==> src/hdl/jlsrp_pkg.sv <==
// ---------------------------------------------------------------------------
// jlsrp_pkg
// Shared widths, constants, state and opcode types of the step-rate profiler.
// ---------------------------------------------------------------------------
package jlsrp_pkg;

  // Field widths
  localparam int unsigned VelW     = 23;
  localparam int unsigned AccW     = 21;
  localparam int unsigned LimW     = 20;
  localparam int unsigned PwW      = 10;
  localparam int unsigned StateW   = 3;
  localparam int unsigned PerW     = 20;
  localparam int unsigned CfgIdxW  = 2;
  localparam int unsigned CfgDataW = 20;

  // Stream packing
  localparam int unsigned InDataW      = 24;
  localparam int unsigned OutAccLsb    = VelW;
  localparam int unsigned OutStepBit   = VelW + AccW;
  localparam int unsigned OutPerLsb    = OutStepBit + 1;
  localparam int unsigned OutUsedW     = OutPerLsb + PerW;
  localparam int unsigned OutDataW     = ((OutUsedW + 7) / 8) * 8;

  // Period divider: 256e6 / rate needs 28 numerator bits
  localparam int unsigned DivNumW  = 28;
  localparam int unsigned RemW     = VelW + 1;
  localparam int unsigned DivCntW  = $clog2(DivNumW);

  localparam int unsigned MaxRatePps = 20000;

  localparam logic [VelW-1:0]    VEL_MAX       = {VelW{1'b1}};
  localparam logic [VelW-1:0]    VEL_CLAMP     = VelW'(MaxRatePps * 256);
  localparam logic [VelW-1:0]    VEL_ONE_SPS   = VelW'(256);
  localparam logic [DivNumW-1:0] US_PER_S_X256 = DivNumW'(256000000);
  localparam logic [PerW-1:0]    RETRY_US      = PerW'(1000);
  localparam logic [PwW:0]       PW_MARGIN     = (PwW+1)'(5);

  // Run states
  localparam logic [StateW-1:0] RS_HOMING = 3'd2;
  localparam logic [StateW-1:0] RS_FAULT  = 3'd3;

  // Config register indexes
  localparam logic [CfgIdxW-1:0] CFG_S_CURVE     = 2'd0;
  localparam logic [CfgIdxW-1:0] CFG_ACCEL_LIMIT = 2'd1;
  localparam logic [CfgIdxW-1:0] CFG_JERK_STEP   = 2'd2;
  localparam logic [CfgIdxW-1:0] CFG_PULSE_WIDTH = 2'd3;

  // Config reset values
  localparam logic            RST_S_CURVE     = 1'b1;
  localparam logic [LimW-1:0] RST_ACCEL_LIMIT = LimW'(2560);
  localparam logic [LimW-1:0] RST_JERK_STEP   = LimW'(256);
  localparam logic [PwW-1:0]  RST_PULSE_WIDTH = PwW'(5);

  typedef enum logic [2:0] {
    ST_IDLE,
    ST_DIFF,
    ST_ACC,
    ST_VEL,
    ST_PERIOD,
    ST_DIV,
    ST_DONE
  } state_e;

  typedef enum logic [2:0] {
    KOP_HOLD,
    KOP_SET,
    KOP_DIFF,
    KOP_ACC,
    KOP_VEL
  } kin_op_e;

  typedef struct packed {
    logic busy;
    logic done;
  } div_sts_t;

endpackage

==> src/hdl/jlsrp_div.sv <==
// ---------------------------------------------------------------------------
// jlsrp_div
// Radix-2 restoring divider: 256e6 / rate, one quotient bit per cycle.
// ---------------------------------------------------------------------------
module jlsrp_div import jlsrp_pkg::*; (
  input  logic            clk_i,
  input  logic            rst_ni,
  input  logic            start_i,
  input  logic [VelW-1:0] divisor_i,
  output logic [PerW-1:0] quot_o,
  output div_sts_t        sts_o
);

  logic               busy_q, busy_d;
  logic               done_q, done_d;
  logic [DivCntW-1:0] cnt_q, cnt_d;
  logic [RemW-1:0]    rem_q, rem_d;
  logic [PerW-1:0]    quot_q, quot_d;
  logic [VelW-1:0]    dvs_q, dvs_d;

  logic [DivCntW-1:0] bit_idx;
  logic [RemW-1:0]    rem_sh;
  logic [RemW:0]      diff;
  logic               fits;

  // Quotient stays below 2^20 for any rate above one step/s, so the
  // upper quotient bits shifted out are always zero.
  always_comb begin
    bit_idx = DivCntW'(DivNumW - 1) - cnt_q;
    rem_sh  = {rem_q[RemW-2:0], US_PER_S_X256[bit_idx]};
    diff    = {1'b0, rem_sh} - {2'b00, dvs_q};
    fits    = ~diff[RemW];

    busy_d = busy_q;
    done_d = 1'b0;
    cnt_d  = cnt_q;
    rem_d  = rem_q;
    quot_d = quot_q;
    dvs_d  = dvs_q;

    if (start_i) begin
      busy_d = 1'b1;
      cnt_d  = '0;
      rem_d  = '0;
      quot_d = '0;
      dvs_d  = divisor_i;
    end else if (busy_q) begin
      rem_d  = fits ? diff[RemW-1:0] : rem_sh;
      quot_d = {quot_q[PerW-2:0], fits};
      cnt_d  = cnt_q + 1'b1;
      if (cnt_q == DivCntW'(DivNumW - 1)) begin
        busy_d = 1'b0;
        done_d = 1'b1;
      end
    end
  end

  always_ff @(posedge clk_i or negedge rst_ni) begin
    if (!rst_ni) begin
      busy_q <= 1'b0;
      done_q <= 1'b0;
      cnt_q  <= '0;
    end else begin
      busy_q <= busy_d;
      done_q <= done_d;
      cnt_q  <= cnt_d;
    end
  end

  always_ff @(posedge clk_i) begin
    rem_q  <= rem_d;
    quot_q <= quot_d;
    dvs_q  <= dvs_d;
  end

  assign quot_o     = quot_q;
  assign sts_o.busy = busy_q;
  assign sts_o.done = done_q;

endmodule

==> src/hdl/jlsrp_kin.sv <==
// ---------------------------------------------------------------------------
// jlsrp_kin
// Velocity / acceleration state with a stepped jerk-limited update.
// ---------------------------------------------------------------------------
module jlsrp_kin import jlsrp_pkg::*; (
  input  logic                   clk_i,
  input  logic                   rst_ni,
  input  kin_op_e                op_i,
  input  logic [VelW-1:0]        goal_i,
  input  logic [LimW-1:0]        accel_limit_i,
  input  logic [LimW-1:0]        jerk_step_i,
  output logic [VelW-1:0]        velocity_o,
  output logic signed [AccW-1:0] accel_o
);

  logic [VelW-1:0]        vel_q, vel_d;
  logic signed [AccW-1:0] acc_q, acc_d;
  logic signed [AccW:0]   da_q, da_d;

  logic signed [AccW-1:0] lim_pos;
  logic signed [AccW-1:0] agoal;
  logic signed [AccW:0]   js;
  logic signed [AccW:0]   da_clamp;
  logic signed [AccW:0]   acc_sum;
  logic signed [VelW+1:0] vel_sum;

  always_comb begin
    lim_pos = signed'({1'b0, accel_limit_i});
    js      = signed'({2'b00, jerk_step_i});

    if (vel_q < goal_i) begin
      agoal = lim_pos;
    end else if (vel_q > goal_i) begin
      agoal = -lim_pos;
    end else begin
      agoal = '0;
    end

    if (da_q > js) begin
      da_clamp = js;
    end else if (da_q < -js) begin
      da_clamp = -js;
    end else begin
      da_clamp = da_q;
    end

    acc_sum = (AccW+1)'(acc_q) + da_clamp;
    vel_sum = signed'({2'b00, vel_q}) + (VelW+2)'(acc_q);

    vel_d = vel_q;
    acc_d = acc_q;
    da_d  = da_q;

    case (op_i)
      KOP_SET: begin
        vel_d = goal_i;
        acc_d = '0;
      end
      KOP_DIFF: begin
        da_d = (AccW+1)'(agoal) - (AccW+1)'(acc_q);
      end
      KOP_ACC: begin
        // New value lies between old value and the limit, so it fits.
        acc_d = acc_sum[AccW-1:0];
      end
      KOP_VEL: begin
        if (vel_sum < 0) begin
          vel_d = '0;
        end else if (vel_sum > signed'({2'b00, VEL_MAX})) begin
          vel_d = VEL_MAX;
        end else begin
          vel_d = vel_sum[VelW-1:0];
        end
      end
      default: begin
      end
    endcase
  end

  always_ff @(posedge clk_i or negedge rst_ni) begin
    if (!rst_ni) begin
      vel_q <= '0;
      acc_q <= '0;
    end else begin
      vel_q <= vel_d;
      acc_q <= acc_d;
    end
  end

  always_ff @(posedge clk_i) begin
    da_q <= da_d;
  end

  assign velocity_o = vel_q;
  assign accel_o    = acc_q;

endmodule

==> src/hdl/jerk_limited_step_rate_profiler.sv <==
// ---------------------------------------------------------------------------
// jerk_limited_step_rate_profiler
// Per-tick S-curve or direct velocity update with step-period generation.
// ---------------------------------------------------------------------------
//
//  Channel   Dir  Handshake                      Payload
//  s_axis    in   s_axis_tvalid/s_axis_tready    tuser: run_state, tdata: target
//  m_axis    out  m_axis_tvalid/m_axis_tready    tdata: vel, accel, stepping, period
//  cfg       in   cfg_valid_i/cfg_ready_o        cfg_index_i, cfg_data_i
//
//  A request passes ST_DIFF, ST_ACC and ST_VEL with the ramp, or ST_DIFF only
//  with it off (homing, fault, direct mode), then ST_PERIOD; a stepping result
//  waits in ST_DIV on the restoring divider (one of 28 numerator bits per
//  cycle). Input is not ready while a request is in work and is ready again
//  once the result is in the output register, even if it is stalled. Reset
//  clears velocity and acceleration and loads the register defaults; cfg_ready_o is tied high.
//
module jerk_limited_step_rate_profiler import jlsrp_pkg::*; (
  input  logic                clk_i,
  input  logic                rst_ni,
  // input requests
  input  logic                s_axis_tvalid,
  output logic                s_axis_tready,
  input  logic [StateW-1:0]   s_axis_tuser,   // [2:0] run_state
  input  logic [InDataW-1:0]  s_axis_tdata,   // [22:0] target_velocity, [23] zero
  // results
  output logic                m_axis_tvalid,
  input  logic                m_axis_tready,
  output logic [OutDataW-1:0] m_axis_tdata,   // [22:0] velocity, [43:23] acceleration,
                                              // [44] stepping, [64:45] step_period_us,
                                              // [71:65] zero
  // config writes
  input  logic                cfg_valid_i,
  output logic                cfg_ready_o,
  input  logic [CfgIdxW-1:0]  cfg_index_i,
  input  logic [CfgDataW-1:0] cfg_data_i
);

  // Config registers
  logic            s_curve_q;
  logic [LimW-1:0] accel_limit_q;
  logic [LimW-1:0] jerk_step_q;
  logic [PwW-1:0]  pulse_width_q;

  assign cfg_ready_o = 1'b1;

  always_ff @(posedge clk_i or negedge rst_ni) begin
    if (!rst_ni) begin
      s_curve_q     <= RST_S_CURVE;
      accel_limit_q <= RST_ACCEL_LIMIT;
      jerk_step_q   <= RST_JERK_STEP;
      pulse_width_q <= RST_PULSE_WIDTH;
    end else if (cfg_valid_i) begin
      case (cfg_index_i)
        CFG_S_CURVE:     s_curve_q     <= cfg_data_i[0];
        CFG_ACCEL_LIMIT: accel_limit_q <= cfg_data_i[LimW-1:0];
        CFG_JERK_STEP:   jerk_step_q   <= cfg_data_i[LimW-1:0];
        CFG_PULSE_WIDTH: pulse_width_q <= cfg_data_i[PwW-1:0];
        default: begin
        end
      endcase
    end
  end

  // Sequencer state and per-request registers
  state_e              state_q, state_d;
  logic [StateW-1:0]   rs_q;
  logic [VelW-1:0]     goal_q;
  logic                stepping_q, stepping_d;
  logic [PerW-1:0]     period_q, period_d;
  logic                out_valid_q;
  logic [OutDataW-1:0] out_data_q;

  logic                load_in;
  logic                load_out;
  logic                div_start;
  kin_op_e             kin_op;

  logic [VelW-1:0]        velocity;
  logic signed [AccW-1:0] accel;
  logic [PerW-1:0]        quot;
  div_sts_t               div_sts;

  logic                use_ramp;
  logic                moving;
  logic [VelW-1:0]     vc;
  logic                step_now;
  logic [PwW:0]        min_period;

  jlsrp_kin u_kin (
    .clk_i         (clk_i),
    .rst_ni        (rst_ni),
    .op_i          (kin_op),
    .goal_i        (goal_q),
    .accel_limit_i (accel_limit_q),
    .jerk_step_i   (jerk_step_q),
    .velocity_o    (velocity),
    .accel_o       (accel)
  );

  jlsrp_div u_div (
    .clk_i     (clk_i),
    .rst_ni    (rst_ni),
    .start_i   (div_start),
    .divisor_i (vc),
    .quot_o    (quot),
    .sts_o     (div_sts)
  );

  always_comb begin
    // Homing and fault bypass the ramp; fault with goal zero lands on 0/0.
    use_ramp   = s_curve_q && (rs_q != RS_HOMING) && (rs_q != RS_FAULT);
    moving     = (rs_q <= RS_HOMING);
    vc         = (velocity > VEL_CLAMP) ? VEL_CLAMP : velocity;
    step_now   = moving && (vc > VEL_ONE_SPS);
    min_period = {1'b0, pulse_width_q} + PW_MARGIN;

    state_d    = state_q;
    stepping_d = stepping_q;
    period_d   = period_q;
    load_in    = 1'b0;
    load_out   = 1'b0;
    div_start  = 1'b0;
    kin_op     = KOP_HOLD;

    case (state_q)
      ST_IDLE: begin
        if (s_axis_tvalid) begin
          load_in = 1'b1;
          state_d = ST_DIFF;
        end
      end
      ST_DIFF: begin
        if (use_ramp) begin
          kin_op  = KOP_DIFF;
          state_d = ST_ACC;
        end else begin
          kin_op  = KOP_SET;
          state_d = ST_PERIOD;
        end
      end
      ST_ACC: begin
        kin_op  = KOP_ACC;
        state_d = ST_VEL;
      end
      ST_VEL: begin
        kin_op  = KOP_VEL;
        state_d = ST_PERIOD;
      end
      ST_PERIOD: begin
        stepping_d = step_now;
        if (step_now) begin
          div_start = 1'b1;
          state_d   = ST_DIV;
        end else begin
          period_d = RETRY_US;
          state_d  = ST_DONE;
        end
      end
      ST_DIV: begin
        if (div_sts.done) begin
          period_d = (quot < PerW'(min_period)) ? PerW'(min_period) : quot;
          state_d  = ST_DONE;
        end
      end
      ST_DONE: begin
        // Wait for the output register to free up
        if (!out_valid_q || m_axis_tready) begin
          load_out = 1'b1;
          state_d  = ST_IDLE;
        end
      end
      default: begin
        state_d = ST_IDLE;
      end
    endcase
  end

  always_ff @(posedge clk_i or negedge rst_ni) begin
    if (!rst_ni) begin
      state_q     <= ST_IDLE;
      out_valid_q <= 1'b0;
    end else begin
      state_q <= state_d;
      if (load_out) begin
        out_valid_q <= 1'b1;
      end else if (m_axis_tready) begin
        out_valid_q <= 1'b0;
      end
    end
  end

  // Payload registers
  always_ff @(posedge clk_i) begin
    stepping_q <= stepping_d;
    period_q   <= period_d;
    if (load_in) begin
      rs_q   <= s_axis_tuser;
      // Fault, idle and unknown states drive toward zero
      goal_q <= (s_axis_tuser >= RS_FAULT) ? '0 : s_axis_tdata[VelW-1:0];
    end
    if (load_out) begin
      out_data_q <= {(OutDataW-OutUsedW)'(0), period_q, stepping_q, accel, velocity};
    end
  end

  assign s_axis_tready = (state_q == ST_IDLE);
  assign m_axis_tvalid = out_valid_q;
  assign m_axis_tdata  = out_data_q;

endmodule

==> config.mk <==
export PLATFORM = sky130hd
export DESIGN_NAME = jerk_limited_step_rate_profiler
export DESIGN_NICKNAME = d
export VERILOG_FILES = /design/src/hdl/jlsrp_pkg.sv /design/src/hdl/jlsrp_div.sv /design/src/hdl/jlsrp_kin.sv /design/src/hdl/jerk_limited_step_rate_profiler.sv
export SDC_FILE = /design/constraint.sdc
export NUM_CORES = 1
export LEC_CHECK = 0
export ABC_AREA = 1
export ABC_CLOCK_PERIOD_IN_PS = 10200
export CORE_MARGIN = 5
export CORE_UTILIZATION = 45
export CTS_BUF_LIST = sky130_fd_sc_hd__clkbuf_4 sky130_fd_sc_hd__clkbuf_8
export CTS_CLUSTER_DIAMETER = 60
export DETAILED_ROUTE_END_ITERATION = 7
export DONT_BUFFER_PORTS = 1
export HOLD_SLACK_MARGIN = 0.02
export SLEW_MARGIN = 20
export SYNTH_ARGS = -nofsm -noshare
export SYNTH_HDL_FRONTEND = slang
export SYNTH_SLANG_ARGS = --single-unit
==> constraint.sdc <==
create_clock -name clk_i -period 10.2 [get_ports clk_i]
set_input_delay 1.02 -clock clk_i [delete_from_list [all_inputs] [get_ports clk_i]]
set_output_delay 1.02 -clock clk_i [all_outputs]
set_load 0.005 [all_outputs]
==> report_table.html <==
<table>
<tr><th>Metric</th><th>Value</th></tr>
<tr><th colspan="2">Final layout</th></tr>
<tr><td>Fill cell instance count of the final layout</td><td>roughly 4300</td></tr>
<tr><td>Most used cells in the layout excluding fill and tap cells</td><td>462 x sky130_fd_sc_hd__nand2_1, 381 x sky130_fd_sc_hd__inv_1, 213 x sky130_fd_sc_hd__nor2_1, 199 x sky130_fd_sc_hd__o21ai_0, 196 x sky130_fd_sc_hd__a21oi_1</td></tr>
<tr><td>Net total in the final layout</td><td>about 2700</td></tr>
<tr><td>Area growth from synthesis to layout</td><td>8.64%</td></tr>
<tr><td>Utilization after layout</td><td>0.491</td></tr>
<tr><td>Most frequent standard cell in the layout excluding fill and tap cells</td><td>sky130_fd_sc_hd__nand2_1</td></tr>
<tr><td>Layout cell share with drive strength beyond 1</td><td>0.0694</td></tr>
<tr><th colspan="2">Clock tree</th></tr>
<tr><td>Total setup buffers inserted after CTS</td><td>0</td></tr>
<tr><td>Cell chosen for the clock root</td><td>sky130_fd_sc_hd__clkbuf_8</td></tr>
<tr><td>Post-cts gate resize count</td><td>0</td></tr>
<tr><td>Hold buffers post-CTS</td><td>0</td></tr>
<tr><td>Num CTS Buffers</td><td>53</td></tr>
<tr><td>Clock slew at the register clock pins of the worst setup and hold paths</td><td>60 ps</td></tr>
<tr><td>H-tree level count</td><td>2</td></tr>
<tr><td>Number of buffers on the longest clock path</td><td>3</td></tr>
<tr><td>Clock tree sinks</td><td>306</td></tr>
<tr><td>Clock tree from TritonCTS</td><td>done</td></tr>
<tr><td>Clock latency reported for the late side of the worst-skew pair</td><td>between 600 and 700 ps</td></tr>
<tr><th colspan="2">Synthesis</th></tr>
<tr><td>Post-Synth Simple-Gate Area</td><td>0.192</td></tr>
<tr><td>EDFF count, synth</td><td>about 160</td></tr>
<tr><td>Post-synthesis share of cell area spent on full adders, half adders and majority gates</td><td>0.112</td></tr>
<tr><td>Synthesis-stage register bit count</td><td>306</td></tr>
<tr><td>Most common flop cell mapped by yosys</td><td>sky130_fd_sc_hd__edfxtp_1</td></tr>
<tr><td>Mean post-synth cell area</td><td>roughly 8 um^2</td></tr>
<tr><td>Unique cell type count in the Yosys netlist</td><td>59</td></tr>
<tr><td>Share of cell area taken by muxes after synthesis</td><td>0</td></tr>
<tr><td>Parity-gate share of the synthesized area counting xor and xnor cells</td><td>0.0401</td></tr>
<tr><td>Yosys top cell area share</td><td>0.237</td></tr>
<tr><td>Gate count after technology mapping</td><td>2458</td></tr>
<tr><td>Compound-gate portion of the synthesized area</td><td>0.150</td></tr>
<tr><td>Combinational family with the most area after synthesis</td><td>simple AND/OR/NAND/NOR gates</td></tr>
<tr><td>Dominant cells by area after synthesis</td><td>sky130_fd_sc_hd__edfxtp_1 24%, sky130_fd_sc_hd__dfrtp_1 13%, sky130_fd_sc_hd__ha_1 11%</td></tr>
<tr><td>Proportion of synthesized chip area in sequential cells</td><td>0.414</td></tr>
<tr><td>Library cell with the largest summed area after synthesis</td><td>sky130_fd_sc_hd__edfxtp_1</td></tr>
<tr><td>Async set or reset register ratio after synthesis</td><td>0.346</td></tr>
<tr><td>Mapped cell area</td><td>about 20000 um^2</td></tr>
<tr><td>YS warnings</td><td>0</td></tr>
<tr><th colspan="2">Place</th></tr>
<tr><td>Final estimated routing congestion in global placement</td><td>about 0.9</td></tr>
<tr><td>Detailed-placement wirelength estimate</td><td>approximately 40 mm</td></tr>
<tr><td>Count of input and output buffers</td><td>0</td></tr>
<tr><th colspan="2">STA</th></tr>
<tr><td>Relative slew slack</td><td>0.427</td></tr>
<tr><td>FMAX</td><td>between 0.15 and 0.2 GHz</td></tr>
<tr><td>Worst slew pin tran</td><td>~850 ps</td></tr>
<tr><td>Share of the cycle needed by the critical path after routing</td><td>0.612</td></tr>
<tr><td>Number of pins exceeding their max-slew limit in the final report</td><td>0</td></tr>
<tr><td>Number of hold violations in the final report</td><td>0</td></tr>
<tr><td>Final Setup Violations</td><td>0</td></tr>
<tr><td>Time the worst path needs with I/O delays and setup</td><td>about 6200 ps</td></tr>
<tr><td>Accumulated negative setup slack</td><td>0 ps</td></tr>
<tr><td>Unrepaired setup endpoints after global routing</td><td>no</td></tr>
<tr><td>Worst setup skew after layout</td><td>around 23 ps</td></tr>
<tr><th colspan="2">GRT</th></tr>
<tr><td>Number of antenna violations at the first check in global routing</td><td>2</td></tr>
<tr><td>Via count of the first global-routing pass</td><td>15400</td></tr>
<tr><td>All-Layer GR Usage</td><td>0.215</td></tr>
<tr><td>Total global routing overflow</td><td>0</td></tr>
<tr><td>Wire length of the first global-routing pass</td><td>82.4 mm</td></tr>
<tr><td>Largest net degree at the start of global routing</td><td>107</td></tr>
<tr><th colspan="2">Power and ir drop</th></tr>
<tr><td>Static leakage</td><td>10.1 nW</td></tr>
<tr><td>Pwr dens</td><td>roughly 340 nW/um^2</td></tr>
<tr><td>Maximum vdd drop</td><td>124 uV</td></tr>
<tr><td>Overall power</td><td>between 0.007 and 0.008 W</td></tr>
<tr><th colspan="2">Die</th></tr>
<tr><td>Area enclosed by the die boundary</td><td>~48000 um^2</td></tr>
<tr><td>Initial core utilization</td><td>0.452</td></tr>
<tr><td>DIE HEIGHT</td><td>roughly 220 um</td></tr>
<tr><td>Floorplan Core Area</td><td>43900 um^2</td></tr>
<tr><td>Number of primary I/O pins</td><td>129</td></tr>
<tr><td>Overall die width</td><td>220 um</td></tr>
<tr><td>Number of cell rows</td><td>77</td></tr>
<tr><th colspan="2">Job</th></tr>
<tr><td>Total of max-cap violations</td><td>0</td></tr>
<tr><th colspan="2">Critical path</th></tr>
<tr><td>Required time of the worst setup path</td><td>about 11000 ps</td></tr>
<tr><td>Category of the critical setup timing path</td><td>reg2reg</td></tr>
<tr><td>Crit path capture type</td><td>register</td></tr>
<tr><td>Slowest stage cell, crit path</td><td>sky130_fd_sc_hd__inv_1</td></tr>
<tr><td>Cell occurring most often along the worst timing path</td><td>sky130_fd_sc_hd__nand2_1</td></tr>
<tr><td>Critical Path Start</td><td>jerk_step_q[0]$_DFFE_PN0P_</td></tr>
<tr><td>Slowest cell delay on critical path</td><td>about 750 ps</td></tr>
<tr><td>Setup crit start kind</td><td>register</td></tr>
<tr><td>Critical Path Fanout Max</td><td>30</td></tr>
<tr><td>R2R Setup Slk</td><td>approximately 4000 ps</td></tr>
<tr><td>Data arrival time of the critical path</td><td>6750 ps</td></tr>
<tr><td>Worst R2R Start</td><td>jerk_step_q[0]$_DFFE_PN0P_</td></tr>
<tr><th colspan="2">Drt</th></tr>
<tr><td>Routed wire length on met3</td><td>~2.4 mm</td></tr>
<tr><td>Total via count after detailed routing</td><td>between 15000 and 20000</td></tr>
<tr><td>Detailed-route vias per instance</td><td>approximately 5.2</td></tr>
<tr><td>Final routed DRC violation total</td><td>0</td></tr>
<tr><td>DRC violation total after the first TritonRoute iteration</td><td>roughly 1200</td></tr>
<tr><td>Antenna-violating nets left</td><td>0</td></tr>
<tr><td>Uppermost layer routed</td><td>met4</td></tr>
<tr><td>Met1 layer wirelength in the final routing</td><td>roughly 24 mm</td></tr>
<tr><td>Total iterations of the first detailed-routing run</td><td>6</td></tr>
<tr><td>Total Wirelength</td><td>around 52 mm</td></tr>
<tr><td>WL/cell</td><td>approximately 17 um</td></tr>
<tr><td>Met2 WL</td><td>between 20 and 25 mm</td></tr>
<tr><th colspan="2">Run status</th></tr>
<tr><td>Result of the run</td><td>finished, final reports clean</td></tr>
<tr><th colspan="2">Hold path</th></tr>
<tr><td>Path category of the worst min-delay check</td><td>in2async</td></tr>
</table>
==> cell usage after synthesis, types with 12 or more instances <==
master,n
sky130_fd_sc_hd__nand2_1,462
sky130_fd_sc_hd__inv_1,382
sky130_fd_sc_hd__nor2_1,216
sky130_fd_sc_hd__o21ai_0,199
sky130_fd_sc_hd__a21oi_1,196
sky130_fd_sc_hd__ha_1,172
sky130_fd_sc_hd__edfxtp_1,157
sky130_fd_sc_hd__nand3_1,107
sky130_fd_sc_hd__dfrtp_1,100
sky130_fd_sc_hd__xor2_1,68
sky130_fd_sc_hd__dfxtp_1,43
sky130_fd_sc_hd__nor3_1,37
sky130_fd_sc_hd__clkbuf_1,31
sky130_fd_sc_hd__nand4_1,30
sky130_fd_sc_hd__o211ai_1,30
sky130_fd_sc_hd__xnor2_1,23
sky130_fd_sc_hd__a21oi_2,22
sky130_fd_sc_hd__o21ai_1,15
sky130_fd_sc_hd__buf_4,13
sky130_fd_sc_hd__nor4_1,13
sky130_fd_sc_hd__o22ai_1,13
sky130_fd_sc_hd__a21o_1,12
==> worst max-delay path, delay by kind of cell (launching register included) <==
| kind | cells | cell delay (ps) |
|---|---|---|
| compound gates | 9 | 1420 |
| xor+xnor | 1 | 200 |
| fa+ha+maj | 3 | 900 |
| buf+inv | 2 | 850 |
| flops | 1 | 420 |
| simple gates | 15 | 2310 |
==> logic make-up after synthesis <==
| group | count (synthesis) |
|---|---|
| flip-flops | 306 |
| AND/OR/NAND/NOR | 901 |
| other | 2 |
| XOR/XNOR | 91 |
| AO/OA/AOI/OAI | 530 |
| buffers and inverters | 452 |
| adder cells (fa/ha/maj) | 176 |
==> power by group <==
group	internal [W]	switching, W
clock	0.000734	0.000521
sequential	0.00183	0.000397
combinational	0.00137	0.00253
==> sequential cells by signal (all words and copies together) (netlist names), 3 cells and up <==
name,cells
u_div.rem_q,23
accel_limit_q,20
u_kin.accel_o,21
pulse_width_q,10
goal_q,23
u_div.quot_o,20
m_axis_tdata,65
state_q,3
jerk_step_q,20
u_kin.da_q,22
rs_q,3
period_q,20
u_div.dvs_q,23
u_kin.velocity_o,23
u_div.cnt_q,5
==> layout make-up <==
class | count | area [um^2] | share of cell area
multi-input cells | 1706 | 9890 | 0.458
inverters | 389 | 1460 | 0.0676
repair buffers | 8 | 60.1 | 0.00278
clock inverters | 12 | 133 | 0.00614
well taps | 592 | 741 | 0.0343
flip-flops and latches | 306 | 8240 | 0.381
diodes | 1 | 2.50 | 0.000116
clock buffers | 87 | 1070 | 0.0494
==> path summary, 6_finish.rpt <==
path                                                 end  cells after the start
min reg2reg                   m_axis_tdata[51]$_DFFE_PP_                      0
max in group asynchronous   pulse_width_q[0]$_DFFE_PN1P_                      0
min in group clk_i            m_axis_tdata[51]$_DFFE_PP_                      0
min                         accel_limit_q[4]$_DFFE_PN0P_                      0
max reg2reg                u_kin.accel_o[14]$_DFFE_PN0P_                     30
max                        u_kin.accel_o[14]$_DFFE_PN0P_                     30
==> stage by stage <==
stage	cell area, um^2	hold slack (ps)	setup slack (ps)	std cells
3_3_place_gp	20400	401	4040	3001
5_1_grt	21600	43.5	3300	3101
4_1_cts	21600	20.9	3960	3100
2_1_floorplan	19900	400	5630	2464
3_5_place_dp	20400	405	3990	3001
6_report	21600	86.3	3960	3101
==> layer usage <==
metal / up-vias / GRT usage
li1: 8215 / -
met1: 7513 / 0.289
met2: 343 / 0.358
met3: 95 / 0.0328
met4: 0 / 0.0682
met5: - / 0
Power figures use the tool's default switching activity.
